<file path="src/design/flbpc_pkg.sv">
package flbpc_pkg;

  localparam int LedCountDefault = 4;

  localparam int KindW    = 3;
  localparam int IdxW     = 2;
  localparam int PeriodW  = 16;
  localparam int RepeatsW = 8;
  localparam int PatW     = 3;
  localparam int LevelsW  = 4;
  localparam int PtimerW  = 16;
  localparam int SeqW     = 2;

  // The alternate pattern fires every AltPeriod ticks, the sequence pattern
  // every SeqPeriod ticks.
  localparam int AltPeriod = 50;
  localparam int SeqPeriod = 25;
  localparam int PhaseW    = $clog2(AltPeriod);

  typedef enum logic [KindW-1:0] {
    KindTick    = 3'd0,
    KindBlink   = 3'd1,
    KindPattern = 3'd2,
    KindOn      = 3'd3,
    KindOff     = 3'd4,
    KindToggle  = 3'd5
  } kind_e;

  typedef enum logic [PatW-1:0] {
    PatNone      = 3'd0,
    PatAllOn     = 3'd1,
    PatAllOff    = 3'd2,
    PatAlternate = 3'd3,
    PatSequence  = 3'd4
  } pattern_e;

  typedef struct packed {
    logic                tick;
    logic                start;
    logic [PeriodW-1:0]  period;
    logic [RepeatsW-1:0] repeats;
  } chan_cmd_t;

endpackage

</file>
<file path="src/design/flbpc_channel.sv">
module flbpc_channel
  import flbpc_pkg::*;
(
  input  logic      clk_i,
  input  logic      rst_ni,
  input  logic      en_i,
  input  chan_cmd_t cmd_i,
  output logic      toggle_o,
  output logic      active_o
);

  logic [RepeatsW-1:0] count_q, count_d;
  logic                phase_q, phase_d;
  logic [PeriodW-1:0]  period_q, period_d;
  logic [PeriodW-1:0]  timer_q, timer_d;
  logic [PeriodW-1:0]  timer_inc;

  always_comb begin
    count_d   = count_q;
    phase_d   = phase_q;
    period_d  = period_q;
    timer_d   = timer_q;
    toggle_o  = 1'b0;
    timer_inc = timer_q + PeriodW'(1);
    if (cmd_i.start) begin
      period_d = cmd_i.period;
      count_d  = cmd_i.repeats;
      phase_d  = 1'b0;
      timer_d  = '0;
    end else if (cmd_i.tick && (count_q != '0)) begin
      if (timer_inc >= period_q) begin
        // A full on-off cycle ends when the phase returns to zero.
        timer_d  = '0;
        toggle_o = 1'b1;
        phase_d  = ~phase_q;
        if (phase_q) begin
          count_d = count_q - RepeatsW'(1);
        end
      end else begin
        timer_d = timer_inc;
      end
    end
    active_o = (count_d != '0);
  end

  always_ff @(posedge clk_i or negedge rst_ni) begin
    if (!rst_ni) begin
      count_q  <= '0;
      phase_q  <= 1'b0;
      period_q <= '0;
      timer_q  <= '0;
    end else if (en_i) begin
      count_q  <= count_d;
      phase_q  <= phase_d;
      period_q <= period_d;
      timer_q  <= timer_d;
    end
  end

endmodule

</file>
<file path="src/design/four_led_blink_pattern_controller.sv">
// Four-LED blink and pattern controller. Each input item is one command
// (tick, start blink, set pattern, LED on, off or toggle) and yields exactly
// one result item holding the LED levels and the per-channel blink activity
// after that command. The block takes one item per clock cycle while the
// input is not stalled; a result is offered once its item has moved from
// the input register into the result register, with all blink channels,
// the pattern timer and the LED register updated together at that move.
// Stall on the result side holds the result register and, once the input
// register is also full, stalls the input.
module four_led_blink_pattern_controller
  import flbpc_pkg::*;
#(
  parameter int LED_COUNT = LedCountDefault
) (
  input  logic                clk_i,
  input  logic                rst_ni,
  input  logic                in_valid_i,
  output logic                in_stall_o,
  input  logic [KindW-1:0]    kind_i,
  input  logic [IdxW-1:0]     led_index_i,
  input  logic [PeriodW-1:0]  blink_period_i,
  input  logic [RepeatsW-1:0] blink_repeats_i,
  input  logic [PatW-1:0]     pattern_select_i,
  output logic                out_valid_o,
  input  logic                out_stall_i,
  output logic [LevelsW-1:0]  led_levels_o,
  output logic [LevelsW-1:0]  blink_active_o
);

  localparam int ExtW = (LED_COUNT > LevelsW) ? LED_COUNT : LevelsW;

  logic                s1_valid_q;
  logic [KindW-1:0]    kind_q;
  logic [IdxW-1:0]     idx_q;
  logic [PeriodW-1:0]  period_q;
  logic [RepeatsW-1:0] repeats_q;
  logic [PatW-1:0]     pat_q;

  logic                out_valid_q;
  logic [LevelsW-1:0]  levels_q, levels_d;
  logic [LevelsW-1:0]  active_q, active_d;

  logic [LED_COUNT-1:0] led_q, led_d;
  logic [PatW-1:0]      mode_q, mode_d;
  logic [PtimerW-1:0]   ptimer_q, ptimer_d;
  logic [PhaseW-1:0]    phase_q, phase_d;
  logic [SeqW-1:0]      seq_q, seq_d;

  logic                 advance, s1_ready, in_accept, upd;
  logic [LED_COUNT-1:0] idx_onehot, seq_onehot, toggles, chan_active;
  logic [ExtW-1:0]      led_ext, active_ext;
  kind_e                kind;
  chan_cmd_t            chan_cmd [LED_COUNT];

  assign advance    = !out_valid_q || !out_stall_i;
  assign s1_ready   = !s1_valid_q || advance;
  assign in_accept  = in_valid_i && s1_ready;
  assign upd        = s1_valid_q && advance;
  assign in_stall_o = !s1_ready;
  assign kind       = kind_e'(kind_q);

  always_comb begin
    for (int i = 0; i < LED_COUNT; i++) begin
      idx_onehot[i] = (32'(idx_q) == i);
      seq_onehot[i] = (32'(seq_q) == i);
    end
  end

  for (genvar g = 0; g < LED_COUNT; g++) begin : g_chan
    always_comb begin
      chan_cmd[g].tick    = (kind == KindTick);
      chan_cmd[g].start   = (kind == KindBlink) && idx_onehot[g];
      chan_cmd[g].period  = period_q;
      chan_cmd[g].repeats = repeats_q;
    end

    flbpc_channel u_chan (
      .clk_i    (clk_i),
      .rst_ni   (rst_ni),
      .en_i     (upd),
      .cmd_i    (chan_cmd[g]),
      .toggle_o (toggles[g]),
      .active_o (chan_active[g])
    );
  end

  always_comb begin
    led_d    = led_q;
    mode_d   = mode_q;
    ptimer_d = ptimer_q;
    phase_d  = phase_q;
    seq_d    = seq_q;
    unique case (kind)
      KindTick: begin
        led_d    = led_q ^ toggles;
        ptimer_d = ptimer_q + PtimerW'(1);
        // The phase counter tracks the pattern timer modulo the alternate
        // period and restarts at zero whenever the timer wraps.
        if ((ptimer_q == '1) || (phase_q == PhaseW'(AltPeriod - 1))) begin
          phase_d = '0;
        end else begin
          phase_d = phase_q + PhaseW'(1);
        end
        unique case (pattern_e'(mode_q))
          PatAllOn:  led_d = '1;
          PatAllOff: led_d = '0;
          PatAlternate: begin
            if (phase_d == '0) begin
              led_d = ~led_d;
            end
          end
          PatSequence: begin
            if ((phase_d == '0) || (phase_d == PhaseW'(SeqPeriod))) begin
              led_d = seq_onehot;
              seq_d = seq_q + SeqW'(1);
            end
          end
          default: ;
        endcase
      end
      KindBlink:  led_d = led_q | idx_onehot;
      KindPattern: begin
        mode_d   = pat_q;
        ptimer_d = '0;
        phase_d  = '0;
      end
      KindOn:     led_d = led_q | idx_onehot;
      KindOff:    led_d = led_q & ~idx_onehot;
      KindToggle: led_d = led_q ^ idx_onehot;
      default: ;
    endcase
    led_ext    = ExtW'(led_d);
    active_ext = ExtW'(chan_active);
    levels_d   = led_ext[LevelsW-1:0];
    active_d   = active_ext[LevelsW-1:0];
  end

  always_ff @(posedge clk_i or negedge rst_ni) begin
    if (!rst_ni) begin
      s1_valid_q <= 1'b0;
    end else if (s1_ready) begin
      s1_valid_q <= in_valid_i;
    end
  end

  always_ff @(posedge clk_i) begin
    if (in_accept) begin
      kind_q    <= kind_i;
      idx_q     <= led_index_i;
      period_q  <= blink_period_i;
      repeats_q <= blink_repeats_i;
      pat_q     <= pattern_select_i;
    end
  end

  always_ff @(posedge clk_i or negedge rst_ni) begin
    if (!rst_ni) begin
      out_valid_q <= 1'b0;
      led_q       <= '0;
      mode_q      <= '0;
      ptimer_q    <= '0;
      phase_q     <= '0;
      seq_q       <= '0;
    end else begin
      if (advance) begin
        out_valid_q <= s1_valid_q;
      end
      if (upd) begin
        led_q    <= led_d;
        mode_q   <= mode_d;
        ptimer_q <= ptimer_d;
        phase_q  <= phase_d;
        seq_q    <= seq_d;
      end
    end
  end

  always_ff @(posedge clk_i) begin
    if (upd) begin
      levels_q <= levels_d;
      active_q <= active_d;
    end
  end

  assign out_valid_o    = out_valid_q;
  assign led_levels_o   = levels_q;
  assign blink_active_o = active_q;

endmodule

</file>
<file path="config.mk">
export PLATFORM = sky130hd
export DESIGN_NAME = four_led_blink_pattern_controller
export DESIGN_NICKNAME = d
export VERILOG_FILES = /design/src/design/flbpc_pkg.sv /design/src/design/flbpc_channel.sv /design/src/design/four_led_blink_pattern_controller.sv
export SDC_FILE = /design/constraint.sdc
export NUM_CORES = 1
export LEC_CHECK = 0
export BUFFER_PORTS_ARGS = -buffer_cell sky130_fd_sc_hd__clkbuf_2
export CORE_UTILIZATION = 30
export CTS_CLUSTER_DIAMETER = 100
export DETAILED_ROUTE_END_ITERATION = 12
export PLACE_DENSITY_LB_ADDON = 0.2
export SLEW_MARGIN = 20
export SYNTH_ARGS = -nofsm -noshare
export SYNTH_HDL_FRONTEND = slang
export SYNTH_HIERARCHICAL = 1
export SYNTH_SLANG_ARGS = --single-unit
export TNS_END_PERCENT = 20
</file>
<file path="constraint.sdc">
create_clock -name clk_i -period 8.3 [get_ports clk_i]
set_input_delay 1.66 -clock clk_i [delete_from_list [all_inputs] [get_ports clk_i]]
set_output_delay 1.66 -clock clk_i [all_outputs]
set_load 0.005 [all_outputs]
</file>
==> run metrics, run 1 <==
outcome finished, final reports clean; CP required 8.72 ns; Post-synth ARST share 0.831; postcts setup bufs 0; CTS clk-pin slew, worst paths 0.06 ns; Port Buffers 45; Worst Path Arrival 5.05 ns; predominant post-synthesis flop cell dfrtp_1; placed cells 2,072; syn_area_per_cell 9.89 um^2; Final min period 4.63 ns; Post-Syn Nets 1,591; Ant. Diodes 0; Period Utilization, post-route 0.558; Die X 222 um; worst path bufs/invs 1; post-synth cell types 64; GRT Residual Overflow 0; maximum clock frequency 216 MHz; drt drc 0; most frequent cells in the layout dfrtp_1 (197), nand2_1 (126), inv_1 (104), o21ai_0 (92); Via Count 10.9k; drt pass-1 iters 5; worst-margin pin slew 1.20 ns; worst min path class register to register; antenna violations before repair 1; first-pass GRT wire length 60,000 um; post-synthesis sequential area ratio 0.423; cell breakdown of the critical path and4_1, nand3_1, nor3_1, nand3_1, xnor2_1, ha_1, nand4_2, inv_1, a22oi_1, nand2_1, and2_1, xor2_1, nor2_1, a221oi_1, nand2_1, a31oi_1; Core Region 47,600 um^2; Die Footprint 49,200 um^2; setup violators final 0; Total Wirelength 36,800 um; Worst setup EP type register; Slew Limit Fails 0; share of cells above drive strength 1 0.156; critical path launch point g_chan[0].u_chan/timer_q[2]$_DFFE_PN0P_; die height 222 um; FF+latch count, synth 237; Max Fanout on Critical Path 11; Starting Density 0.304; post-synth top area cell dfrtp_1; Max VDD drop 155 uV; slowest stage cell on the critical path a22oi_1; final hold vios 0; total clock sinks 237; vias in the first global route 11.0k; most common cell after layout, fill and taps aside dfrtp_1; post-DP HPWL 26,000 um; slowest cell delay on critical path 0.93 ns; PostCTS Resize Cnt 0; vias per cell 5.12; CTS Hold Buffers Added 0; clock skew 0.0199 ns; Post-Layout Cell Count 2,128; final setup TNS 0 ns; clock network latency to the later pin of the worst-skew pair 0.58 ns; Syn Inst Count 1,464; gpl congestion 0.805; total CTS buffers 30; WL per Instance 17.3 um; relative slew slack 0.201; synth warn 6; Final nets 1,616; Syn Std Cell Area 14,500 um^2; CP top delay family simple AND/OR/NAND/NOR gates; synth top area cells dfrtp_1 (34%), edfxtp_1 (8.3%), ha_1 (7.9%), mux2_2 (6.6%), nand2_1 (3.3%); I/O pins 46; CTS H-Tree Depth 1; final antenna-violating net count 0; CTS tree done; number of DRC markers in iteration 0 647; CTS root buf clkbuf_16; top cell type's share of synthesized area 0.340; Leak Pwr 7.10 nW; maxcap violations 0; P&R area growth vs syn 13.6%; largest net degree at the start of global routing 81; Max Buffers Root-to-Sink 3; origin of the critical flop-to-flop path g_chan[0].u_chan/timer_q[2]$_DFFE_PN0P_; power per cell area 257 nW/um^2; Setup Crit Path Kind register to register; RSZ-0062 raised after global routing false; hold_sp s1_valid_q$_DFFE_PN0N_; num rows 80; critical path launch point type register; Global Route Usage Sum 0.151; number of synthesized flops with an enable pin 40
-- routing by layer --
| metal | track usage | wire length, um | vias up |
|---|---|---|---|
| met5 | 0 | 11 | - |
| met4 | 0.0468 | 1020 | 2 |
| met3 | 0.0228 | 1340 | 63 |
| met2 | 0.245 | 16700 | 187 |
| met1 | 0.206 | 17700 | 5273 |
| li1 | - | - | 5377 |
-- report_power, final --
group          total, mW  switching, mW  internal, mW  leakage (nW)
registers           1.64          0.247          1.39          2.98
clock network       1.52          0.540         0.981         0.552
logic               1.07          0.589         0.480          3.57
total               4.23           1.37          2.85          7.10
-- cell type report --
type / instances / area, um^2
inverters: 105 / 394
flip-flops and latches: 237 / 6130
repair buffers: 58 / 332
well taps: 615 / 769
multi-input cells: 1057 / 7680
fillers: 4852 / 31200
clock buffers: 36 / 783
clock inverters: 20 / 363
-- cells by family (layout without fill, tap and decap cells) --
| logic type | Yosys count | count (layout) | synth area share |
|---|---|---|---|
| mux | 109 | 109 | 0.0827 |
| fa+ha+maj | 91 | 91 | 0.0786 |
| simple gates | 451 | 451 | 0.160 |
| flops | 237 | 237 | 0.423 |
| compound gates | 326 | 326 | 0.158 |
| xor+xnor | 80 | 80 | 0.0484 |
| buf+inv | 170 | 219 | 0.0489 |
-- path summary, 6_finish.rpt --
| check | cells past startpoint | slack, ns | endpoint |
|---|---|---|---|
| worst max register to register | 16 | 3.67 | led_levels_o[0]$_DFFE_PP_ |
| min in group asynchronous | 1 | 1.15 | ptimer_q[11]$_DFFE_PN0P_ |
| worst min register to register | 1 | 0.48 | out_valid_o$_DFFE_PN0P_ |
| max in group asynchronous | 2 | 5.78 | g_chan[0].u_chan/timer_q[8]$_DFFE_PN0P_ |
| worst min-delay path | 1 | 0.48 | out_valid_o$_DFFE_PN0P_ |
| worst max-delay path | 16 | 3.67 | led_levels_o[0]$_DFFE_PP_ |
-- synthesized netlist by cell type, types with 11 or more instances --
library cell and number:
a21o_1 11, a21oi_1 54, a221o_1 12, a22o_1 46, buf_2 17, clkbuf_1 37
dfrtp_1 197, edfxtp_1 40, ha_1 91, inv_1 105, mux2_2 85, mux2i_1 24
nand2_1 126, nand2b_1 30, nand3_1 37, nand4_1 37, nor2_1 95, nor2b_1 19
nor3_1 26, nor4_1 15, o21ai_0 92, xnor2_1 38, xor2_1 42
-- metrics by stage --
step | instance area, um^2 | total power, mW | setup slack [ns] | utilization | hold slack, ns
CTS | 16400 | 4.28 | 3.68 | 0.345 | 0.487
detailed placement | 15300 | 2.72 | 3.72 | 0.321 | 0.473
global route | 16500 | 4.51 | 3.12 | 0.345 | 0.507
floorplan | 14500 | 2.40 | 4.63 | - | 0.441
global placement | 15300 | 2.70 | 3.81 | 0.321 | 0.460
finish | 16500 | 4.23 | 3.67 | 0.345 | 0.480
-- flip-flops by register name, summed over array words and instances, names as in the netlist --
signal,count
period_q,16
led_q,4
out_valid_o,1
seq_q,2
idx_q,2
g_chan.u_chan/timer_q,64
phase_q,6
g_chan.u_chan/phase_q,4
g_chan.u_chan/period_q,64
repeats_q,8
kind,3
ptimer_q,16
pat_q,3
mode_q,3
blink_active_o,4
g_chan.u_chan/count_q,32
s1_valid_q,1
led_levels_o,4
Note: power is estimated with default switching activity, not from simulation.
==> run 2: changes to the inputs <==
- ABC_AREA: default -> 1
- clock period: 8.3 -> 4.7 ns (I/O delays scaled with it)
==> run metrics, run 2 <==
Total Wirelength 35,800 um (-2.7%); CTS root buf clkbuf_16; most common cell in the netlist nand2_1; Post-Layout Cell Count 2,519 (+18%); CTS clk-pin slew, worst paths 0.06 ns (about the same); I/O pins 46 (unchanged); synth warn 6 (unchanged); Fillers 5,059 (+4.3%); clock skew 0.0240 ns (+0.00405 ns); Final nets 2,006 (+24%); Leak Pwr 8.26 nW (+16%); num rows 80 (unchanged); PostCTS Resize Cnt 0 (unchanged); Max VDD drop 334 uV (+120%); Worst Path Arrival 4.19 ns (-0.86 ns); syn_area_per_cell 7.97 um^2 (-19%); Pwr Total 8.43 mW (+99%); Final min period 3.88 ns (-0.745 ns); maxcap violations 0 (unchanged); setup violators final 0 (unchanged); vias per cell 4.63 (-9.6%); most frequent cells in the layout nand2_1 (400), inv_1 (286), dfrtp_1 (197), nor2_1 (138), nand3_1 (120); clock network latency to the later pin of the worst-skew pair 0.58 ns (about the same); final antenna-violating net count 0 (unchanged); antenna violations before repair 0 (-1); final setup TNS 0 ns (unchanged); gpl congestion 0.850 (+5.5%); outcome finished, final reports clean; Port Buffers 45 (unchanged); CTS Hold Buffers Added 0 (unchanged); die height 222 um (+0.31%); final instance area 16,500 um^2 (about the same); Period Utilization, post-route 0.827 (+0.269); Placement Cell Area 15,500 um^2 (+1.1%); post-synth top area cell dfrtp_1; most frequent cells after synthesis nand2_1 (400), inv_1 (287), dfrtp_1 (197); final hold vios 0 (unchanged); total CTS buffers 30 (unchanged); vias in the first global route 11.4k (+4.0%); relative slew slack 0.445 (+0.244); predominant post-synthesis flop cell dfrtp_1; worst path bufs/invs 1 (unchanged); Syn Inst Count 1,828 (+25%); slowest cell delay on critical path 0.40 ns (-0.53 ns); maximum clock frequency 257 MHz (+19%); Slew Limit Fails 0 (unchanged); Post-Syn Nets 1,955 (+23%); first-pass GRT wire length 59,300 um (-1.2%); crit-path most repeated cell nand3_1; CTS H-Tree Depth 1 (unchanged); Post-synth ARST share 0.831 (unchanged); postcts setup bufs 0 (unchanged); power per cell area 512 nW/um^2 (+99%); largest net degree at the start of global routing 83 (+2.5%); share of cells above drive strength 1 0.126 (-0.0304); critical path launch point g_chan[2].u_chan/timer_q[0]$_DFFE_PN0P_; drt pass-1 iters 5 (unchanged); CTS tree done; origin of the critical flop-to-flop path g_chan[2].u_chan/timer_q[0]$_DFFE_PN0P_; worst-margin pin slew 0.827 ns (-0.372 ns); Via Count 11.7k (+7.0%); most common cell after layout, fill and taps aside nand2_1; CP top delay family simple AND/OR/NAND/NOR gates; worst min path class primary input to asynchronous set/reset pin; Die Footprint 49,500 um^2 (+0.62%); critical path launch point type register; Die X 222 um (+0.31%); synth top area cells dfrtp_1 (34%), nand2_1 (10%), edfxtp_1 (8.2%), ha_1 (7.8%), inv_1 (7.4%); Worst setup EP type register; largest registers g_chan.u_chan/period_q x64, g_chan.u_chan/timer_q x64, g_chan.u_chan/count_q x32; RSZ-0062 raised after global routing false; GRT Residual Overflow 0 (unchanged); post-DP HPWL 25,800 um (-0.75%); Syn Std Cell Area 14,600 um^2 (+0.63%); top cell type's share of synthesized area 0.338 (-0.00213); number of synthesized flops with an enable pin 40 (unchanged); Starting Density 0.305 (+0.000637); slowest stage cell on the critical path dfrtp_1; post-synthesis sequential area ratio 0.421 (-0.00265); FF+latch count, synth 237 (unchanged); drt drc 0 (unchanged); Setup Crit Path Kind register to register; fin util 0.344 (-0.00113); total clock sinks 237 (unchanged); cell breakdown of the critical path ha_1, nand2_1, nor2_2, nand3_1, nor2_2, nand2_2, nor3_4, nand3_1, xor2_1, inv_1, ha_1, nand2_1, o21ai_0, a21oi_1, nand2_2, nand2_1, nor2_1, xnor2_1, nand3_1, nand3_1, nand3_1, nand2_1, a21boi_1; P&R area growth vs syn 13.0%; CP required 5.01 ns (-3.71 ns); number of DRC markers in iteration 0 660 (+2.0%); Max Fanout on Critical Path 18 (+7); Global Route Usage Sum 0.147 (-0.00363); WL per Instance 14.2 um (-18%); Core Region 47,800 um^2 (+0.42%); Max Buffers Root-to-Sink 3 (unchanged); placed cells 2,462 (+19%); post-synth cell types 45 (-30%)
[run 2: changes by cell type in the layout (fill, tap and decap cells not counted), sizes merged, moves of 19 or more]
cell,previous run,this run
nand3,38,133
a22o,46,0
nor2b,19,0
o22ai,5,42
mux2,85,4
mux2i,24,0
a21oi,58,110
xnor2,38,4
nand2,126,419
nor2,95,171
nand2b,31,1
inv,105,311
[run 2: area by class of cell]
cell class	count	area, um^2	share of cell area
timing repair buffer	62	374	0.0227
antenna	1	2.50	0.000152
clock buffer	39	805	0.0488
tap	615	769	0.0467
clock inverter	17	198	0.0120
multi-input combinational	1231	7000	0.425
sequential	237	6130	0.372
inverter	317	1190	0.0724
[run 2: kinds of logic after synthesis]
family,Yosys count,share of synthesized area
DFF,237,0.421
muxes,4,0.00309
AOI/OAI and AO/OA,255,0.0973
buffers and inverters,360,0.0991
and+or+nand+nor,839,0.276
adders and majority gates,91,0.0781
xor gates and xnor gates,42,0.0252
[run 2: path summary, 6_finish.rpt]
path,end,cells past startpoint,slack (ns)
setup / recovery,led_levels_o[2]$_DFFE_PP_,23,0.82
hold / removal,ptimer_q[8]$_DFFE_PN0P_,1,0.42
setup reg to reg,led_levels_o[2]$_DFFE_PP_,23,0.82
hold reg to reg,ptimer_q[15]$_DFFE_PN0P_,1,0.47
max in group asynchronous,g_chan[2].u_chan/timer_q[11]$_DFFE_PN0P_,2,3.27
min in group clk_i,ptimer_q[15]$_DFFE_PN0P_,1,0.47
[run 2: where the power goes]
group | leakage [nW] | switching (mW) | internal, mW
clock | 0.480 | 0.925 | 1.42
sequential | 2.73 | 0.471 | 2.66
combinational | 5.06 | 1.88 | 1.07
total | 8.26 | 3.28 | 5.15
[run 2: per-stage QoR]
stage,setup slack (ns),hold WS (ns)
final,0.815,0.422
after CTS,0.856,0.434
after floorplan,1.50,0.430
after detailed placement,0.890,0.469
after global routing,0.341,0.457
after global placement,1.00,0.463
[run 2: per-layer routing]
| layer | wire length (um) | GRT usage | vias up | part of all wire |
|---|---|---|---|---|
| met3 | 1230 | 0.0217 | 52 | 0.034 |
| met1 | 17900 | 0.206 | 5414 | 0.50 |
| li1 | - | - | 6029 | - |
| met4 | 772 | 0.0363 | 0 | 0.022 |
| met5 | 0 | 0 | - | 0 |
| met2 | 15900 | 0.238 | 169 | 0.44 |
